[src/sv/wai_pkg.sv]
// ----------------------------------------------------------------------------
// wai_pkg - shared types and constants for the windowed alignment identity
// Widths, saturation limits and the sequencer state type used by the block.
// ----------------------------------------------------------------------------
package wai_pkg;

    localparam int WINDOW_MAX = 1024;
    localparam int PTR_W      = $clog2(WINDOW_MAX);
    localparam int WS_W       = 11;
    localparam int CNT_W      = 11;
    localparam int TOT_W      = 20;
    localparam int ID_W       = 14;
    localparam int CHAR_W     = 8;

    localparam logic [TOT_W-1:0] LENGTH_MAX = TOT_W'(1048575);
    localparam logic [TOT_W-1:0] TOTAL_SAT  = TOT_W'(1048575);
    localparam logic [CNT_W-1:0] COUNT_SAT  = CNT_W'(2047);
    localparam logic [ID_W-1:0]  SCALE      = ID_W'(10000);

    // Divider operands: numerator is a count times the scale, the divisor
    // is a column count or a window size.
    localparam int NUM_W     = TOT_W + ID_W;
    localparam int DEN_W     = TOT_W;
    localparam int DIV_STEPS = NUM_W;
    localparam int DCNT_W    = $clog2(DIV_STEPS);

    localparam int S_TDATA_W = 2 * CHAR_W;
    localparam int M_TDATA_W = 64;

    typedef enum logic [2:0] {
        ST_IDLE,
        ST_UPDATE,
        ST_DIV_LOAD,
        ST_DIV_RUN,
        ST_DONE
    } t_state;

endpackage

[src/sv/windowed_alignment_identity.sv]
// ----------------------------------------------------------------------------
// windowed_alignment_identity - sliding window mismatch identity
// Counts differing columns of an alignment over a sliding window and in total,
// and on the final column reports global and worst-window identity.
// ----------------------------------------------------------------------------
//
// Channel   Direction  Handshake               Payload
// s_axis    in         tvalid/tready           tdata: query, target; tlast: last
// m_axis    out        tvalid/tready           tdata: identities, counts; tuser
// cfg       in         i_cfg_we (no wait)      i_cfg_wdata: window size
//
// An ordinary column is accepted in the idle state, which reads the history
// bit that leaves the window, then goes through the update state, which
// updates the counters and writes the new bit. The final column adds two
// divisions on one shared restoring divider, each a load state and 34 one-bit
// steps, and a done state that hands the result to the output register.
// Reset is synchronous and active low; the history memory is not cleared.
// A result waiting in the output register does not stop new columns from
// being taken; only a second result waits until the first beat has gone.
// ----------------------------------------------------------------------------
module windowed_alignment_identity
    import wai_pkg::*;
(
    input  logic                 i_clk,
    input  logic                 i_rst_n,
    // Configuration: window size in columns.
    input  logic                 i_cfg_we,
    input  logic [WS_W-1:0]      i_cfg_wdata,
    // Column input.
    input  logic                 s_axis_tvalid,
    output logic                 s_axis_tready,
    // [7:0] query_char, [15:8] target_char
    input  logic [S_TDATA_W-1:0] s_axis_tdata,
    input  logic                 s_axis_tlast,
    // Result output.
    output logic                 m_axis_tvalid,
    input  logic                 m_axis_tready,
    // [13:0] global_identity, [27:14] worst_window_identity,
    // [47:28] mismatch_total, [58:48] worst_window_mismatches, [63:59] zero
    output logic [M_TDATA_W-1:0] m_axis_tdata,
    // [0] window_too_long
    output logic                 m_axis_tuser
);

    // Control and counter state.
    t_state             r_state,    n_state;
    logic [WS_W-1:0]    r_cfg_ws;
    logic [PTR_W-1:0]   r_wp,       n_wp;
    logic [CNT_W-1:0]   r_win_cnt,  n_win_cnt;
    logic [CNT_W-1:0]   r_worst,    n_worst;
    logic [TOT_W-1:0]   r_tot,      n_tot;
    logic [TOT_W-1:0]   r_col_cnt,  n_col_cnt;
    logic               r_div_sel,  n_div_sel;
    logic [DCNT_W-1:0]  r_div_cnt,  n_div_cnt;
    logic               r_m_valid,  n_m_valid;

    // Payload registers.
    logic               r_m,        n_m;
    logic               r_last,     n_last;
    logic               r_rd_bit;
    logic [NUM_W-1:0]   r_num,      n_num;
    logic [DEN_W-1:0]   r_den,      n_den;
    logic [DEN_W-1:0]   r_rem,      n_rem;
    logic [ID_W-1:0]    r_id_glob,  n_id_glob;
    logic [M_TDATA_W-1:0] r_m_data, n_m_data;
    logic               r_m_user,   n_m_user;

    // Mismatch history ring.
    logic               r_hist [WINDOW_MAX];

    logic [WS_W-1:0]    ws;
    logic [PTR_W-1:0]   rd_idx;
    logic               s_acc;
    logic               full_win;
    logic               dec;
    logic [CNT_W-1:0]   wc_dec;
    logic [DEN_W:0]     rem_sh;
    logic               q_bit;
    logic [ID_W-1:0]    id_val;
    logic               short_aln;

    // Out-of-range window sizes are pinned to the nearest legal value.
    always_comb begin
        if (r_cfg_ws == '0) begin
            ws = WS_W'(1);
        end else if (r_cfg_ws > WS_W'(WINDOW_MAX)) begin
            ws = WS_W'(WINDOW_MAX);
        end else begin
            ws = r_cfg_ws;
        end
    end

    // The bit leaving the window sits ws places behind the write pointer.
    // With the full ring as window this is the entry about to be overwritten.
    assign rd_idx = r_wp - ws[PTR_W-1:0];

    assign s_axis_tready = (r_state == ST_IDLE);
    assign s_acc         = s_axis_tvalid && s_axis_tready;

    assign full_win  = (r_col_cnt >= TOT_W'(ws));
    assign dec       = full_win && r_rd_bit && (r_win_cnt != '0);
    assign wc_dec    = r_win_cnt - CNT_W'(dec);

    // One restoring division step: one compare and subtract per cycle.
    assign rem_sh = {r_rem, r_num[NUM_W-1]};
    assign q_bit  = (rem_sh >= {1'b0, r_den});

    // The quotient is clamped to the scale before it is turned into identity.
    assign id_val = (r_num > NUM_W'(SCALE)) ? '0 : (SCALE - r_num[ID_W-1:0]);

    assign short_aln = (r_col_cnt < TOT_W'(ws));

    always_comb begin
        n_state   = r_state;
        n_wp      = r_wp;
        n_win_cnt = r_win_cnt;
        n_worst   = r_worst;
        n_tot     = r_tot;
        n_col_cnt = r_col_cnt;
        n_div_sel = r_div_sel;
        n_div_cnt = r_div_cnt;
        n_m_valid = r_m_valid;
        n_m       = r_m;
        n_last    = r_last;
        n_num     = r_num;
        n_den     = r_den;
        n_rem     = r_rem;
        n_id_glob = r_id_glob;
        n_m_data  = r_m_data;
        n_m_user  = r_m_user;

        if (r_m_valid && m_axis_tready) begin
            n_m_valid = 1'b0;
        end

        case (r_state)
            ST_IDLE: begin
                if (s_acc) begin
                    n_m     = (s_axis_tdata[CHAR_W-1:0] != s_axis_tdata[2*CHAR_W-1:CHAR_W]);
                    n_last  = s_axis_tlast;
                    n_state = ST_UPDATE;
                end
            end
            ST_UPDATE: begin
                n_wp      = r_wp + PTR_W'(1);
                n_win_cnt = (r_m && wc_dec != COUNT_SAT) ? wc_dec + CNT_W'(1) : wc_dec;
                n_tot     = (r_m && r_tot != TOTAL_SAT) ? r_tot + TOT_W'(1) : r_tot;
                n_col_cnt = (r_col_cnt < LENGTH_MAX) ? r_col_cnt + TOT_W'(1) : r_col_cnt;
                if (n_col_cnt >= TOT_W'(ws) && n_win_cnt > r_worst) begin
                    n_worst = n_win_cnt;
                end
                n_div_sel = 1'b0;
                n_state   = r_last ? ST_DIV_LOAD : ST_IDLE;
            end
            ST_DIV_LOAD: begin
                if (!r_div_sel) begin
                    n_num = NUM_W'(r_tot) * NUM_W'(SCALE);
                    n_den = (r_col_cnt == '0) ? DEN_W'(1) : r_col_cnt;
                end else begin
                    n_num = NUM_W'(r_worst) * NUM_W'(SCALE);
                    n_den = DEN_W'(ws);
                end
                n_rem     = '0;
                n_div_cnt = '0;
                n_state   = ST_DIV_RUN;
            end
            ST_DIV_RUN: begin
                n_rem     = q_bit ? DEN_W'(rem_sh - {1'b0, r_den}) : rem_sh[DEN_W-1:0];
                n_num     = {r_num[NUM_W-2:0], q_bit};
                n_div_cnt = r_div_cnt + DCNT_W'(1);
                if (r_div_cnt == DCNT_W'(DIV_STEPS - 1)) begin
                    n_state = ST_DIV_LOAD;
                    n_div_sel = 1'b1;
                    if (r_div_sel) begin
                        n_state = ST_DONE;
                    end
                end
            end
            ST_DONE: begin
                // The global identity was captured as the first division
                // ended; the local one comes straight from the quotient.
                if (!r_m_valid || m_axis_tready) begin
                    n_m_valid = 1'b1;
                    n_m_data  = '0;
                    n_m_data[ID_W-1:0]       = r_id_glob;
                    n_m_data[2*ID_W-1:ID_W]  = short_aln ? '0 : id_val;
                    n_m_data[2*ID_W+TOT_W-1:2*ID_W] = r_tot;
                    n_m_data[2*ID_W+TOT_W+CNT_W-1:2*ID_W+TOT_W] =
                        short_aln ? '0 : r_worst;
                    n_m_user  = short_aln;
                    // Start the next alignment from a clean slate.
                    n_wp      = '0;
                    n_win_cnt = '0;
                    n_worst   = '0;
                    n_tot     = '0;
                    n_col_cnt = '0;
                    n_state   = ST_IDLE;
                end
            end
            default: begin
                n_state = ST_IDLE;
            end
        endcase

        // Capture the global identity as the first division finishes.
        if (r_state == ST_DIV_RUN && !r_div_sel
            && r_div_cnt == DCNT_W'(DIV_STEPS - 1)) begin
            n_id_glob = (n_num > NUM_W'(SCALE)) ? '0 : (SCALE - n_num[ID_W-1:0]);
        end
    end

    always_ff @(posedge i_clk) begin
        if (!i_rst_n) begin
            r_state   <= ST_IDLE;
            r_cfg_ws  <= WS_W'(100);
            r_wp      <= '0;
            r_win_cnt <= '0;
            r_worst   <= '0;
            r_tot     <= '0;
            r_col_cnt <= '0;
            r_div_sel <= 1'b0;
            r_div_cnt <= '0;
            r_m_valid <= 1'b0;
        end else begin
            r_state   <= n_state;
            if (i_cfg_we) begin
                r_cfg_ws <= i_cfg_wdata;
            end
            r_wp      <= n_wp;
            r_win_cnt <= n_win_cnt;
            r_worst   <= n_worst;
            r_tot     <= n_tot;
            r_col_cnt <= n_col_cnt;
            r_div_sel <= n_div_sel;
            r_div_cnt <= n_div_cnt;
            r_m_valid <= n_m_valid;
        end
    end

    always_ff @(posedge i_clk) begin
        r_m       <= n_m;
        r_last    <= n_last;
        r_num     <= n_num;
        r_den     <= n_den;
        r_rem     <= n_rem;
        r_id_glob <= n_id_glob;
        r_m_data  <= n_m_data;
        r_m_user  <= n_m_user;
    end

    // History ring: read on acceptance, written in the update cycle.
    always_ff @(posedge i_clk) begin
        if (s_acc) begin
            r_rd_bit <= r_hist[rd_idx];
        end
        if (r_state == ST_UPDATE) begin
            r_hist[r_wp] <= r_m;
        end
    end

    assign m_axis_tvalid = r_m_valid;
    assign m_axis_tdata  = r_m_data;
    assign m_axis_tuser  = r_m_user;

    // An accepted column is always followed by its update cycle.
    a_acc_update: assert property (@(posedge i_clk) disable iff (!i_rst_n)
        s_acc |=> (r_state == ST_UPDATE))
        else $error("accepted column not followed by update");

    // A new result appears only from the final hand-over state.
    a_rise_done: assert property (@(posedge i_clk) disable iff (!i_rst_n)
        $rose(m_axis_tvalid) |-> ($past(r_state) == ST_DONE))
        else $error("result raised outside hand-over");

    // Reported identities never exceed the full scale.
    a_id_range: assert property (@(posedge i_clk) disable iff (!i_rst_n)
        m_axis_tvalid |-> (m_axis_tdata[ID_W-1:0] <= SCALE
                           && m_axis_tdata[2*ID_W-1:ID_W] <= SCALE))
        else $error("identity above full scale");

    // An alignment that reaches the divider has at least one column.
    a_cols_seen: assert property (@(posedge i_clk) disable iff (!i_rst_n)
        (r_state == ST_DIV_LOAD) |-> (r_col_cnt != '0))
        else $error("division started with no columns");

    // Mismatch totals never exceed the column count.
    a_tot_le_cols: assert property (@(posedge i_clk) disable iff (!i_rst_n)
        (r_tot <= r_col_cnt))
        else $error("mismatch total above column count");

endmodule

[config.mk]
export PLATFORM = sky130hd
export DESIGN_NAME = windowed_alignment_identity
export DESIGN_NICKNAME = d
export VERILOG_FILES = /design/src/sv/wai_pkg.sv /design/src/sv/windowed_alignment_identity.sv
export SDC_FILE = /design/constraint.sdc
export NUM_CORES = 2
export LEC_CHECK = 0
export BUFFER_PORTS_ARGS = -buffer_cell sky130_fd_sc_hd__clkbuf_2
export CAP_MARGIN = 15
export CELL_PAD_IN_SITES_DETAIL_PLACEMENT = 0
export CELL_PAD_IN_SITES_GLOBAL_PLACEMENT = 1
export CORE_UTILIZATION = 55
export DETAILED_ROUTE_END_ITERATION = 10
export GPL_ROUTABILITY_DRIVEN = 0
export PLACE_DENSITY_LB_ADDON = 0.1
export SLEW_MARGIN = 20
export SYNTH_ARGS = -nofsm -noshare
export SYNTH_HDL_FRONTEND = slang
export SYNTH_SLANG_ARGS = --single-unit
export TNS_END_PERCENT = 5
[constraint.sdc]
create_clock -name i_clk -period 50.7 [get_ports i_clk]
set_input_delay 10.14 -clock i_clk [delete_from_list [all_inputs] [get_ports i_clk]]
set_output_delay 10.14 -clock i_clk [all_outputs]
set_load 0.01 [all_outputs]
After elaboration in Yosys (flattened, before gate mapping)
Memory sizes are Yosys's and may differ from the RTL's. A register that Yosys moved wholly into a read port is not among the register bits.
Cells that the tools add are included.
{"block": "totals", "regBits": 244, "memories": 1, "wordCells": 118, "ramBits": 1024, "inputBits": 33}
{"name": "r_hist", "depth": 1024, "word_bits": 1, "rd": 1, "rd_ports_with_merged_regs": 1, "write_ports": 1, "line_no": "windowed_alignment_identity.sv:69", "source": "logic r_hist [WINDOW_MAX];"}
{"block": "classes", "n_mux": 34, "n_lt_le_gt_ge": 9, "reduce_logical": 28, "addsub": 10, "mul": 2, "eq_ne": 13}
{"cell": "$pmux W20 S2", "count": 3}
{"cell": "$mux W20", "count": 4}
{"cell": "$mux W11", "count": 7}
{"cell": "$gt A34 B14 Y1 const B", "count": 2}
{"cell": "$pmux W34 S2", "count": 1}
{"cell": "$pmux W11 S2", "count": 2}
{"cell": "$add A20 B1 Y20 const B", "count": 2}
{"cell": "$ge A20 B11 Y1", "count": 2}
{"cell": "$mux W34", "count": 1}
{"cell": "$mul A20 B10 Y30 const B", "count": 1}
{"cell": "$sub A14 B14 Y14 const A", "count": 2}
{"cell": "$ge A21 B20 Y1", "count": 1}
{"cell": "$mul A11 B10 Y21 const B", "count": 1}
{"cell": "$logic_not A20 Y1", "count": 1}
{"cell": "$lt A20 B11 Y1", "count": 1}
{"cell": "$lt A20 B20 Y1 const B", "count": 1}
{"cell": "$ne A20 B20 Y1 const B", "count": 1}
{"cell": "$pmux W10 S2", "count": 1}
{"cell": "$sub A20 B20 Y20", "count": 1}
{"cell": "$pmux W3 S5", "count": 1}
{"cell": "$mux W3", "count": 4}
{"cell": "$pmux W6 S2", "count": 1}
{"cell": "$add A11 B1 Y11 const B", "count": 1}
{"cell": "$gt A11 B11 Y1", "count": 1}
{"cell": "other kinds (27)", "count": 53}

Longest topological paths before layout
{"block": "logic_depth", "depth_word": 14, "mapped_depth": 33}

Least setup slack after synthesis
OpenSTA, ideal clock, no wires.
{"block": "synth_timing", "path_type": "flip-flop to flip-flop", "from": "register r_m", "to": "register r_worst[4]", "n_path_buf": 2, "period_less_slack_ns": 16.145, "required_time_ns": 50.583, "t_arrival_ns": 16.028, "path_stages_with_launch": 14, "setup_slack_ns": 34.555, "path_cell_list": "edfxtp_1 nand3_1 nor3_1 xnor2_2 ha_1 and3_1 a2111oi_0 a21oi_1 o21ai_0 a221o_1 buf_2 buf_2 nor2_1 a32o_1"}
{"block": "synth_between", "elab_chain_cells": 6, "elab_cells_between_ends": 8, "classes_between": "order compare: 1; eq/ne: 1; mux: 3; reduce/logical: 3"}
{"element": "start: declaration", "line_no": "windowed_alignment_identity.sv:58", "source": "logic r_m, n_m;"}
{"element": "start signal: assignment", "line_no": "windowed_alignment_identity.sv:241", "source": "r_m <= n_m;"}
{"element": "$logic_and A1 B1 Y1 (*)", "line_no": "windowed_alignment_identity.sv:146", "source": "n_win_cnt = (r_m && wc_dec != COUNT_SAT) ? wc_dec + CNT_W'(1) : wc_dec;"}
{"element": "$mux W11 (*)", "line_no": "windowed_alignment_identity.sv:146"}
{"element": "$gt A11 B11 Y1", "line_no": "windowed_alignment_identity.sv:149", "source": "if (n_col_cnt >= TOT_W'(ws) && n_win_cnt > r_worst) begin"}
{"element": "$logic_and A1 B1 Y1", "line_no": "windowed_alignment_identity.sv:149"}
{"element": "$ne A2 B2 Y1 (no source line)"}
{"element": "$reduce_and A3 Y1 (no source line)"}
{"element": "end signal: assignment", "line_no": "windowed_alignment_identity.sv:231", "source": "r_worst <= n_worst;"}
{"element": "end: declaration", "line_no": "windowed_alignment_identity.sv:50", "source": "logic [CNT_W-1:0] r_worst, n_worst;"}
Mark *: on every way between the ends. The rest lies on a longest branch, timed or not. The select of a mux whose other input is x is not followed.
A chain may end at the register's enable or synchronous reset.

Worst setup path after layout
{"block": "layout_timing", "from": "register r_state[0]", "to": "output s_axis_tready"}
{"block": "layout_between", "elab_chain_cells": 1}
{"element": "start: declaration", "line_no": "windowed_alignment_identity.sv:46", "source": "t_state r_state, n_state;"}
{"element": "start signal: assignment", "line_no": "windowed_alignment_identity.sv:225", "source": "r_state <= n_state;"}
{"element": "$logic_not A3 Y1", "line_no": "windowed_alignment_identity.sv:97", "source": "assign s_axis_tready = (r_state == ST_IDLE);"}
{"element": "end: declaration", "line_no": "windowed_alignment_identity.sv:31", "source": "output logic s_axis_tready,"}
No other way between the ends.

==> results.yml <==
status:
  outcome: "completed"
sta:
  max_freq_mhz: 83.0
  worstMarginPinSlew_ns: 1.14
  finalHoldViolCount: 0
  slew_viol_final: 0
  period_minus_slack_ns: 12.05
  min_period_over_period: 0.238
  slew_headroom: 0.233
  rsz0062_at_grt: "no"
  setup-tns-final_ns: 0
  setup-violations-final: 0
  skew_ns: 0.0339
power_and_ir_drop:
  irDropWorstVdd_mv: 0.0330
  p_per_area_mw_per_mm2: 34.6
  p_leak_nw: 23.3
  finalPower_mw: 2.41
clocking:
  insertion_delay_ns: 0.77
  cts-resized-gates: 0
  cts-buffers-inserted: 140
  cts_hold_buf: 0
  cts_num_sinks: 1269
  cts-root-buf: "clkbuf_16"
  cts_tree: "built"
  htree_levels: 4
  path_clk_slew_ns: 0.06
  clock_path_buffers: 3
  post-cts-setup-buffers: 0
global_routing:
  grt_pass1_vias: 38800
  grtUsageMet1: 0.381
  grt_usage: 0.281
  grt_overflow: 0
  gr-usage-met2: 0.465
  grt_max_degree: 134
  antenna_found_initial: 2
  top_usage_layer: "met2"
  grt_first_pass_wirelength_um: 244000
  grt_use_met3: 0.0421
drt:
  drt_iter0_markers: 3642
  drt-total-wl_um: 162000
  firstDrtPassIters: 6
  route.vias.total: 39700
  via_per_inst: 6.06
  wl_per_cell_um: 24.8
  drc: 0
  detail-route-antenna-nets: 0
worst_setup_path:
  arrival_ns: 1.91
  worst_setup_path_start_kind: "flip-flop"
  cp_data_required_time_ns: 40.56
  path_max_fanout: 59
  r2r_slack_ns: 42.76
  r2r_cells: 27
  worstSetupEndpointType: "output pin"
  critPathKind: "reg -> out"
final_layout:
  area.growth.synth_to_final_pct: 9.73
  final_nets: 5256
  fin_cells: 6547
  fill_cells: 9146
  final_util: 0.609
  drive_gt1_frac: 0.157
logic_synthesis:
  async_flop_share: 0
  synth_top_area_share: 0.540
  synth_edf_count: 1141
  yosys-top-cells-area: "edfxtp_1 54%, mux4_2 11%, nor2_1 7.0%"
  synth.yosys.seq_area_share: 0.581
  syn_avg_cell_area_um2: 12.8
  synth_ff_type: "edfxtp_1"
  synth_cell_type_count: 94
  yosys.area.top_type: "edfxtp_1"
  yosysWarnings: 0
  synth_area_mm2: 0.0634
  synthCells: 4965
  ys_ff_latch: 1269
die:
  core_area_mm2: 0.114
  rows: 124
  num_io_pins: 100
  design.die.area_mm2: 0.117
  start_util: 0.555
  die_w_um: 342
  die_h_um: 342
flow_run:
  maxCapViolCount: 0
min_path:
  holdPathStages: 0
  worstHoldPathType: "reg -> reg"
place:
  port_buffers: 94
  dp_hpwl_um: 93700
  dp.cells: 6294
logic make-up (layout without fill, tap and decap cells):
kind of cell / Yosys count / after routing / share of synthesized area
other: 1 / 6 / 0.0000591
muxes: 368 / 368 / 0.121
AOI/OAI and AO/OA: 474 / 474 / 0.0503
and+or+nand+nor: 1786 / 1786 / 0.122
xor gates and xnor gates: 121 / 121 / 0.0171
buffers and inverters: 648 / 713 / 0.0417
DFF: 1269 / 1269 / 0.581
adders and majority gates: 298 / 298 / 0.0670
area by class of cell:
cell class | instances | area, um2 | area share
Sequential cell | 1269 | 36800 | 0.529
Multi-Input combinational cell | 3052 | 24200 | 0.348
Clock inverter | 69 | 663 | 0.00953
Inverter | 282 | 1060 | 0.0152
Clock buffer | 182 | 3740 | 0.0538
Antenna cell | 1 | 2.50 | 0.0000360
Timing Repair Buffer | 180 | 1180 | 0.0170
Tap cell | 1512 | 1890 | 0.0272
final timing paths:
check                              from                        end
max             r_state[0]$_SDFFE_PN0P_              s_axis_tready
min          r_id_glob[0]$_SDFFCE_PN0P_  m_axis_tdata[0]$_DFFE_PP_
max reg2reg   r_cfg_ws[10]$_SDFFE_PN0P_    r_worst[4]$_SDFFE_PN0P_
min reg2reg  r_id_glob[0]$_SDFFCE_PN0P_  m_axis_tdata[0]$_DFFE_PP_
critical path, stage by stage, from the launching register on:
cell and delay (ns):
dfxtp_2 0.30, buf_4 0.29, nor3_1 0.35, clkbuf_2 0.20
cell usage after synthesis, types with 10 or more instances:
master / count
a211o_1: 10
a211oi_1: 18
a21o_1: 28
a21oi_1: 111
a221oi_1: 14
a22o_1: 19
a22oi_1: 22
a31oi_1: 16
and2_1: 32
and3_1: 36
buf_1: 22
buf_2: 27
buf_4: 14
buf_6: 17
clkbuf_1: 286
dfxtp_1: 128
edfxtp_1: 1141
fa_1: 69
ha_1: 229
inv_1: 279
mux2i_1: 40
mux4_2: 320
nand2_1: 191
nand2b_1: 22
nand3_1: 104
nand3b_1: 12
nand4_1: 17
nor2_1: 1184
nor2b_1: 51
nor3_1: 43
nor3b_1: 11
nor4_1: 26
nor4_2: 10
o211ai_1: 18
o21a_1: 14
o21ai_0: 97
o22ai_1: 15
or3_1: 12
xnor2_1: 64
xor2_1: 54
cells in the final DEF (no fill, tap or decap), types with 68 or more instances in the layout:
| cell | netlist | routed |
|---|---|---|
| o21ai_0 | 97 | 97 |
| dfxtp_1 | 128 | 127 |
| clkbuf_16 | 0 | 143 |
| buf_4 | 14 | 80 |
| mux4_2 | 320 | 320 |
| nand3_1 | 104 | 72 |
| nor2_1 | 1184 | 1182 |
| inv_1 | 279 | 278 |
| nand2_1 | 191 | 179 |
| edfxtp_1 | 1141 | 1141 |
| fa_1 | 69 | 68 |
| a21oi_1 | 111 | 111 |
| ha_1 | 229 | 228 |
| clkbuf_2 | 0 | 94 |
flip-flops by register name (all words and copies together) (netlist names), 3 cells and up:
| name | cells |
|---|---|
| m_axis_tdata | 59 |
| r_cfg_ws | 11 |
| r_col_cnt | 20 |
| r_den | 20 |
| r_div_cnt | 6 |
| r_hist | 1024 |
| r_id_glob | 14 |
| r_num | 34 |
| r_rem | 20 |
| r_state | 3 |
| r_tot | 20 |
| r_win_cnt | 11 |
| r_worst | 11 |
| r_wp | 10 |
through the flow:
step | instance area, um2 | hold slack [ns] | setup slack [ns]
6_report | 69600 | 0.420 | 38.65
4_1_cts | 69500 | 0.420 | 38.56
3_5_place_dp | 65100 | 0.406 | 38.18
2_1_floorplan | 63400 | 0.400 | 34.55
5_1_grt | 69600 | 0.428 | 38.53
3_3_place_gp | 65100 | 0.402 | 38.20
report_power, final:
group / internal, mW / switching (mW) / total (mW) / leakage, nW
combinational: 0.127 / 0.152 / 0.279 / 10.1
sequential: 1.14 / 0.0114 / 1.15 / 11.1
clock: 0.553 / 0.427 / 0.980 / 2.12
total: 1.82 / 0.591 / 2.41 / 23.3
per-layer routing:
| metal | wire [um] | vias to the layer above |
|---|---|---|
| met5 | 13 | - |
| met4 | 5270 | 2 |
| met3 | 11000 | 280 |
| met2 | 79600 | 1369 |
| met1 | 66400 | 20200 |
| li1 | - | 17900 |
(Power assumes the default switching activity.)
